--- src/design/spbl_pkg.sv ---
package spbl_pkg;

  typedef logic signed [15:0] sample_t;
  typedef logic signed [31:0] acc_t;
  typedef logic signed [23:0] wide_t;

  localparam wide_t SampleMax = 24'sd32767;
  localparam wide_t SampleMin = -24'sd32768;

  // Reciprocals for exact truncating division by 3 and 5.
  // The shift amount is the constant's name suffix.
  localparam logic [29:0] Recip3K31 = 30'd715827883;
  localparam logic [15:0] Recip3K17 = 16'd43691;
  localparam logic [19:0] Recip5K22 = 20'd838861;

  function automatic sample_t clamp16(input wide_t v);
    if (v > SampleMax) begin
      return 16'sh7fff;
    end else if (v < SampleMin) begin
      return -16'sh8000;
    end
    return v[15:0];
  endfunction

  // Integer part of a Q16 value, truncated toward zero.
  function automatic sample_t q16_int(input acc_t st);
    sample_t ip;
    ip = st[31:16];
    if (st[31] && (st[15:0] != 16'h0000)) begin
      ip = ip + 16'sd1;
    end
    return ip;
  endfunction

  // One-pole update: st + (s * 65536 - st) / (24 or 48), truncated toward zero.
  // Both divisors are 8 or 16 times 3, so the magnitude is shifted first.
  function automatic acc_t lp_step(input acc_t st, input sample_t s, input logic div48);
    logic signed [33:0] d;
    logic [32:0] mag;
    logic [29:0] x;
    logic [59:0] p;
    logic [28:0] q;
    acc_t qs;
    d = 34'($signed({s, 16'h0000})) - 34'(st);
    mag = d[33] ? 33'(-d) : 33'(d);
    x = div48 ? 30'(mag >> 4) : 30'(mag >> 3);
    p = x * Recip3K31;
    q = p[59:31];
    qs = {3'b000, q};
    return d[33] ? st - qs : st + qs;
  endfunction

  // s * 24 / 5, truncated toward zero, then saturated.
  function automatic sample_t surr_gain(input sample_t s);
    logic signed [20:0] v;
    logic [19:0] mag;
    logic [39:0] p;
    logic [17:0] q;
    wide_t qs;
    v = 21'($signed({s, 4'h0})) + 21'($signed({s, 3'h0}));
    mag = v[20] ? 20'(-v) : 20'(v);
    p = mag * Recip5K22;
    q = p[39:22];
    qs = {6'b000000, q};
    return clamp16(v[20] ? -qs : qs);
  endfunction

  function automatic sample_t div3_trunc(input sample_t v);
    logic [15:0] mag;
    logic [31:0] p;
    sample_t q;
    mag = v[15] ? 16'(-v) : 16'(v);
    p = mag * Recip3K17;
    q = {1'b0, p[31:17]};
    return v[15] ? -q : q;
  endfunction

endpackage

--- src/design/spbl_front_boost.sv ---
module spbl_front_boost (
  input  spbl_pkg::sample_t sample_i,
  input  spbl_pkg::acc_t    acc_i,
  output spbl_pkg::sample_t boost_o
);
  import spbl_pkg::*;

  sample_t ip;
  logic signed [17:0] t3;
  logic signed [17:0] t3_adj;
  sample_t boosted;

  // Three quarters of the filter's integer part, truncated toward zero.
  assign ip      = q16_int(acc_i);
  assign t3      = 18'(ip) + 18'($signed({ip, 1'b0}));
  assign t3_adj  = t3 + (t3[17] ? 18'sd3 : 18'sd0);
  assign boosted = clamp16(24'(sample_i) + 24'($signed(t3_adj[17:2])));
  assign boost_o = clamp16(24'($signed({boosted, 2'b00})));

endmodule

--- config.mk ---
export PLATFORM = sky130hd
export DESIGN_NAME = spbl_front_boost
export DESIGN_NICKNAME = d
export VERILOG_FILES = /design/src/design/spbl_pkg.sv /design/src/design/spbl_front_boost.sv
export SDC_FILE = /design/constraint.sdc
export NUM_CORES = 1
export LEC_CHECK = 0
export BUFFER_PORTS_ARGS = -buffer_cell sky130_fd_sc_hd__buf_4
export CORE_ASPECT_RATIO = 1.4
export CORE_MARGIN = 4
export CORE_UTILIZATION = 50
export DETAILED_ROUTE_END_ITERATION = 6
export GPL_TIMING_DRIVEN = 0
export PLACE_DENSITY = 0.77
export REMOVE_ABC_BUFFERS = 1
export SYNTH_ARGS = -nofsm -noshare
export SYNTH_HDL_FRONTEND = slang
export SYNTH_SLANG_ARGS = --single-unit
--- constraint.sdc ---
create_clock -name vclk -period 8.95
set_input_delay 0.895 -clock vclk [all_inputs]
set_output_delay 0.895 -clock vclk [all_outputs]
set_load 0.01 [all_outputs]
Word-level counts from Yosys, hierarchy flattened:

Cells that the tools add are included.

* add/subtract/negate cells: 4
* multipliers: 0
* divide/modulo/power cells: 0
* magnitude comparators: 4
* equality and inequality tests: 0
* shifts and indexed selects: 0
* muxes and demuxes: 12
* bitwise operators: 0
* reductions and logical operators: 2

Operators with widths (count)
* two-way mux 16 bit: 7
* adder 16 x 17 -> 18 bit: 1
* adder 18 x 3 -> 18 bit: 1
* greater-than comparator 18 x 16 -> 1 bit, second input constant: 1
* < comparator 18 x 16 -> 1 bit, second input constant: 1
* adder 16 x 16 -> 17 bit: 1
* greater-than comparator 17 x 16 -> 1 bit, second input constant: 1
* < comparator 17 x 16 -> 1 bit, second input constant: 1
* adder 16 x 2 -> 16 bit, second input constant: 1
* nonzero test 16 bit: 1
* two-way mux 1 bit: 4
* two-way mux 2 bit: 1
* logical AND 1 bit: 1

* register bits: 0
* bits in latches: 0
* RAM bits: 0
* bits in read-only memories: 0
* input bits: 48
* output and inout port bits: 16
* logic and storage cells: 22
* memories: 0

Longest topological paths before layout:

Gate-level depths: netlist of the first run.

* depth in word-level cells: 15
* depth in mapped cells: 28

Worst setup path before layout of the first run:

No wires, ideal clock.

* path type: input-to-output
* start point: input port acc_i[10]
* end point: output port boost_o[1]
* data arrival time: 6.433 ns
* required time: 8.055 ns
* slack: 1.622 ns
* stages on the path: 26
* path buffers: 2
* path through: or4_4 -> o41ai_4 -> nand2_1 -> nand2_1 -> ha_1 -> ha_1 -> nand2_1 -> o31ai_1 -> nand3_1 -> nor3_4 -> nand2_1 -> xor2_1 -> ha_1 -> a21oi_1 -> o21bai_1 -> a41oi_1 -> o21ai_0 -> a211oi_1 -> o21ai_0 -> a31o_2 -> a21oi_1 -> xnor2_1 -> o31ai_1 -> buf_1 -> inv_1 -> buf_4

* cells in the longest elaborated chain, start to end: 15

RTL lines
* start, declared: line spbl_front_boost.sv:3 `input spbl_pkg::acc_t acc_i,`
* nonzero test 16 bit (*): line spbl_pkg.sv:29 `if (st[31] && (st[15:0] != 16'h0000)) begin`
* logical AND 1 bit (*): line spbl_pkg.sv:29
* two-way mux 16 bit (*): line spbl_pkg.sv:29
* adder 16 x 17 -> 18 bit (*): line spbl_front_boost.sv:15 `assign t3 = 18'(ip) + 18'($signed({ip, 1'b0}));`
* two-way mux 2 bit: line spbl_front_boost.sv:16 `assign t3_adj = t3 + (t3[17] ? 18'sd3 : 18'sd0);`
* adder 18 x 3 -> 18 bit (*): line spbl_front_boost.sv:16
* adder 16 x 16 -> 17 bit (*): line spbl_front_boost.sv:17 `assign boosted = clamp16(24'(sample_i) + 24'($signed(t3_adj[17:2])));`
* < comparator 17 x 16 -> 1 bit: line spbl_pkg.sv:19 `end else if (v < SampleMin) begin`
* two-way mux 1 bit: line spbl_pkg.sv:19
* two-way mux 1 bit: line spbl_pkg.sv:17 `if (v > SampleMax) begin`
* two-way mux 16 bit (*): line spbl_pkg.sv:22 `return v[15:0];`
* < comparator 18 x 16 -> 1 bit: line spbl_pkg.sv:19
* two-way mux 1 bit: line spbl_pkg.sv:19
* two-way mux 1 bit: line spbl_pkg.sv:17
* two-way mux 16 bit (*): line spbl_pkg.sv:22
* end, declared: line spbl_front_boost.sv:4 `output spbl_pkg::sample_t boost_o`

Mark *: on every way between the ends. The rest lies on a longest branch, timed or not.

Worst setup path after layout of the first run:

* start point: input port acc_i[1]
* end point: output port boost_o[9]

The elaborated chain is that of the path after synthesis.

==> results.ini, run 1 <==
[pwr]
powerDensity_nw_per_um2 = 128
total_power_mw = 0.391
leakage_nw = 1.41
peakVddDrop_uv = 38.5

[grt]
grt_overflow = 0
grt_pass1_wl_um = 9960
grt_usage_pct = 18.6
grt_pass1_vias = 2509
grt_max_degree = 16
antenna_found_initial = 0

[floorplan]
die_w_um = 68.3
start_util_pct = 52.1
num_rows = 30
ios = 64
die-area_um2 = 6310
die_h_um = 92.4
core_area_um2 = 4880

[sta]
fin_crit_ns = 8.20
post-route-period-util_pct = 91.7
fmax_mhz = 122
rsz0062_at_grt = no
tightest_slew_ns = 0.831
slew_viol_final = 0
slew_headroom_pct = 44.1
finalSetupTns_ns = 0
finalHoldViolCount = 0
finalSetupViolCount = 0

[worst_setup_path]
cp_num_buf_inv = 3
arrival_ns = 7.31
cp.required_ns = 8.06
worstSetupPathType = in2out
startpoint_type = input port
crit_fanout = 14
cpMaxStageDelayCell = o31ai_2
max_stage_delay_ns = 0.64
critPathTopFamily = compound AO/OA/AOI/OAI gates
cp-end-kind = output pin
critPathMostFrequentCell = o21ai_0

[finish]
diodes = 0
seq_cells = 0
drive_above_1_share_pct = 22.5
regArea_um2 = 0
clkbuf_count = 0
area_delta_synth_final_pct = 20.1
fill_cells = 484
fin_nets = 492

[synth]
yosys.area_share.simple_pct = 26.5
syn_avg_cell_area_um2 = 7.22
yosys_warnings = 0
synth_top_area_share_pct = 17.2
netlist_area_um2 = 2540
ys_seq_area_share_pct = 0
synthCells = 352
yosys-mux-area-fraction_pct = 1.67
synth_compound_area_share_pct = 29.8
synth-adder-area-share_pct = 18.8
ys_types = 66
yosysTopAreaCell = ha_1
synth_xor_area_share_pct = 18.2
synthTopCellsByArea = ha_1 (17%), xnor2_1 (11%), xor2_1 (6.2%)
synth_top_family_by_area = compound AO/OA/AOI/OAI gates

[hold_path]
hold_class = in2out

[status]
status = finished clean

[job]
drv_cap = 0

[route]
drtPass1Iterations = 4
vias = 2683
drc = 0
final_antenna_net_count = 0
via_per_inst = 5.72
wl_um = 5760
wl_per_cell_um = 12.3
drtIter0Drc = 72

[place]
port_buffers = 64
gp_congestion = 0.865
dp_hpwl_um = 5150

[clock_network]
postCtsSetupBuffers = 0

[cell families (layout without fill, tap and decap cells)]
kind of cell               after synthesis  after routing
AOI/OAI and AO/OA                      107            107
xor gates and xnor gates                51             51
adders and majority gates               37             37
buffers and inverters                   31             84
muxes                                    4              4
and+or+nand+nor                        122            122
[metrics by stage]
step | cell area, um2 | std cells | hold WS [ns] | setup slack [ns] | util, %
2_1_floorplan | 2490 | 341 | 2.13 | 1.48 | -
4_1_cts | 3050 | 469 | 2.32 | 0.293 | 62.5
6_report | 3050 | 469 | 2.30 | 0.747 | 62.6
3_5_place_dp | 3050 | 469 | 2.32 | 0.310 | 62.5
5_1_grt | 3050 | 469 | 2.35 | 0.148 | 62.6
3_3_place_gp | 3050 | 469 | 2.30 | 0.401 | 62.5
[routing by layer]
metal / share of wire (%) / track usage, %
met1: 41 / 21.7
met5: 0 / 0
met4: 1.6 / 2.65
met3: 5.1 / 0.243
met2: 53 / 36.8
[synthesized netlist by cell type, types with 2 or more instances]
cell type  instances
o21ai_0           28
a21bo_2            2
fa_1               2
a21o_1            14
clkbuf_1           7
mux2_2             2
inv_1             20
o21a_1             2
nor4_1             5
nand2_1           33
nor2_1            22
or4_4              2
xor2_2             2
xor2_1            18
mux2i_1            2
nor3_4             2
nor2b_1            3
o31ai_1            4
o211ai_1           2
and2_1             2
and3_1             6
a211oi_1           5
nor3_1             6
nand4_1            5
and4_1             3
a31o_2             2
xnor2_1           31
a41oi_1            3
o2111a_1           2
or4_1              2
a21oi_1           17
nand2b_1           5
ha_1              35
or2_2              2
nand3_1           15
a31oi_1            4
o21bai_1           4
o21ai_1            2
o2111ai_1          2
[cell usage in the layout, fill, tap and decap left out, drive strengths merged, types with 6 or more instances in the layout]
master   n
and3     6
o21ai   31
inv     20
nand3   15
nor2    22
xnor2   31
a21oi   17
a21o    14
nand4    6
xor2    20
nand2   33
ha      35
buf     64
nor3     9
[timing repair]
item	in CTS	in global routing
endpoints found under the setup margin	0	15
hold buffers	0	0
gates resized for setup	0	1
[final timing paths]
path,start,endpoint,slack [ns],cells after the start
max,acc_i[1],boost_o[9],0.75,26
min,sample_i[0],boost_o[2],2.30,5
[where the power goes]
group / internal (mW) / switching, mW / leakage, nW / total, mW
clock network: 0 / 0 / 0 / 0
logic: 0.186 / 0.205 / 1.41 / 0.391
registers: 0 / 0 / 0 / 0
[layout make-up]
type | instances | area, um2 | share of cell area, %
timing repair buffer | 64 | 480 | 15.7
tap | 64 | 80.1 | 2.62
inverter | 20 | 75.1 | 2.46
multi-input combinational | 321 | 2420 | 79.2
No activity file was read; power rests on OpenSTA's default activity.
==> inputs of run 2 (changes only) <==
==> constraint.sdc (replaced) <==
create_clock -name vclk -period 8.95
set_input_delay 0.4475 -clock vclk [all_inputs]
set_output_delay 0.4475 -clock vclk [all_outputs]
set_load 0.01 [all_outputs]
==> results.ini, run 2 (synthesized netlist as in run 1, its figures left out) <==
[status]
status = finished clean

[place]
dp_hpwl_um = 5150
port_buffers = 64
placed_cells_incl_taps = 469
gp_congestion = 0.865

[finish]
drive_above_1_share_pct = 22.2
multi_input_area_um2 = 2410
final_common_cell = buf_4
final_cell_mix = buf_4 (64), ha_1 (35), nand2_1 (33)
area_delta_synth_final_pct = 19.9
fin_nets = 492
clkbuf_count = 0
seq_cells = 0
fill_cells = 485
regArea_um2 = 0
fin_cells = 469
diodes = 0

[route]
wl_per_cell_um = 12.3
drtIter0Drc = 72
vias = 2684
via_per_inst = 5.72
drtPass1Iterations = 4
drc = 0
wl_um = 5750
final_antenna_net_count = 0

[worst_setup_path]
crit_fanout = 14
cp-end-kind = output pin
max_stage_delay_ns = 0.92
cpMaxStageDelayCell = o31ai_1
cp.required_ns = 8.50
startpoint_type = input port
critPathMostFrequentCell = o21ai_0
arrival_ns = 7.18
worstSetupPathType = in2out

[sta]
fmax_mhz = 131
fin_crit_ns = 7.63
finalSetupViolCount = 0
finalHoldViolCount = 0
slew_headroom_pct = 26.4
post-route-period-util_pct = 85.2
rsz0062_at_grt = no
finalSetupTns_ns = 0
slew_viol_final = 0
tightest_slew_ns = 1.09

[floorplan]
ios = 64
start_util_pct = 52.1
core_area_um2 = 4880
die_w_um = 68.3
die-area_um2 = 6310
die_h_um = 92.4
num_rows = 30

[clock_network]
cts_hold_repair.buffers = 0
cts_resized = 0
postCtsSetupBuffers = 0

[pwr]
peakVddDrop_uv = 38.6
leakage_nw = 1.41
powerDensity_nw_per_um2 = 128

[job]
drv_cap = 0

[grt]
antenna_found_initial = 0
grt_pass1_wl_um = 9960
grt_usage_pct = 18.6
grt_overflow = 0
grt_max_degree = 16
grt_pass1_vias = 2509

[hold_path]
hold_class = in2out

run 2: cell types whose count changed in the layout (fill, tap and decap cells not counted):
cell / before / now
o31ai_1: 3 / 4
o31ai_2: 2 / 1
run 2: power breakdown:
group | internal [mW] | leakage (nW) | switching [mW] | total (mW)
sequential | 0 | 0 | 0 | 0
combinational | 0.186 | 1.41 | 0.204 | 0.390
clock | 0 | 0 | 0 | 0
run 2: metrics by stage:
step | instance area [um2] | hold slack (ns) | power [mW] | setup slack [ns] | utilization (%)
after floorplan | 2490 | 1.23 | 0.273 | 2.38 | -
after global placement | 3050 | 1.40 | 0.384 | 1.30 | 62.5
after detailed placement | 3050 | 1.42 | 0.393 | 1.20 | 62.5
after CTS | 3050 | 1.42 | 0.394 | 1.19 | 62.5
after global routing | 3050 | 1.46 | 0.440 | 0.665 | 62.5
final | 3050 | 1.42 | 0.390 | 1.32 | 62.5
run 2: layout make-up:
cell class,instances,area share [%]
Timing Repair Buffer,64,15.8
Multi-Input combinational cell,321,79.2
Tap cell,64,2.63
Inverter,20,2.46
run 2: worst paths after layout:
kind / cells after the start / startpoint / slack [ns] / to
setup / recovery: 26 / acc_i[1] / 1.32 / boost_o[9]
hold / removal: 5 / sample_i[0] / 1.42 / boost_o[2]
run 2: critical path: cells and delay by family:
kind,cells,cell delay (ns)
XOR/XNOR,3,0.64
buffers and inverters,3,0.41
adder cells (fa/ha/maj),3,1.10
AND/OR/NAND/NOR,5,1.04
AO/OA/AOI/OAI,12,3.51
run 2: metal layers:
layer,GRT usage (%),wire length [um]
met5,0,0
met4,2.65,93
met3,0.243,293
met2,36.8,3030
met1,21.7,2340
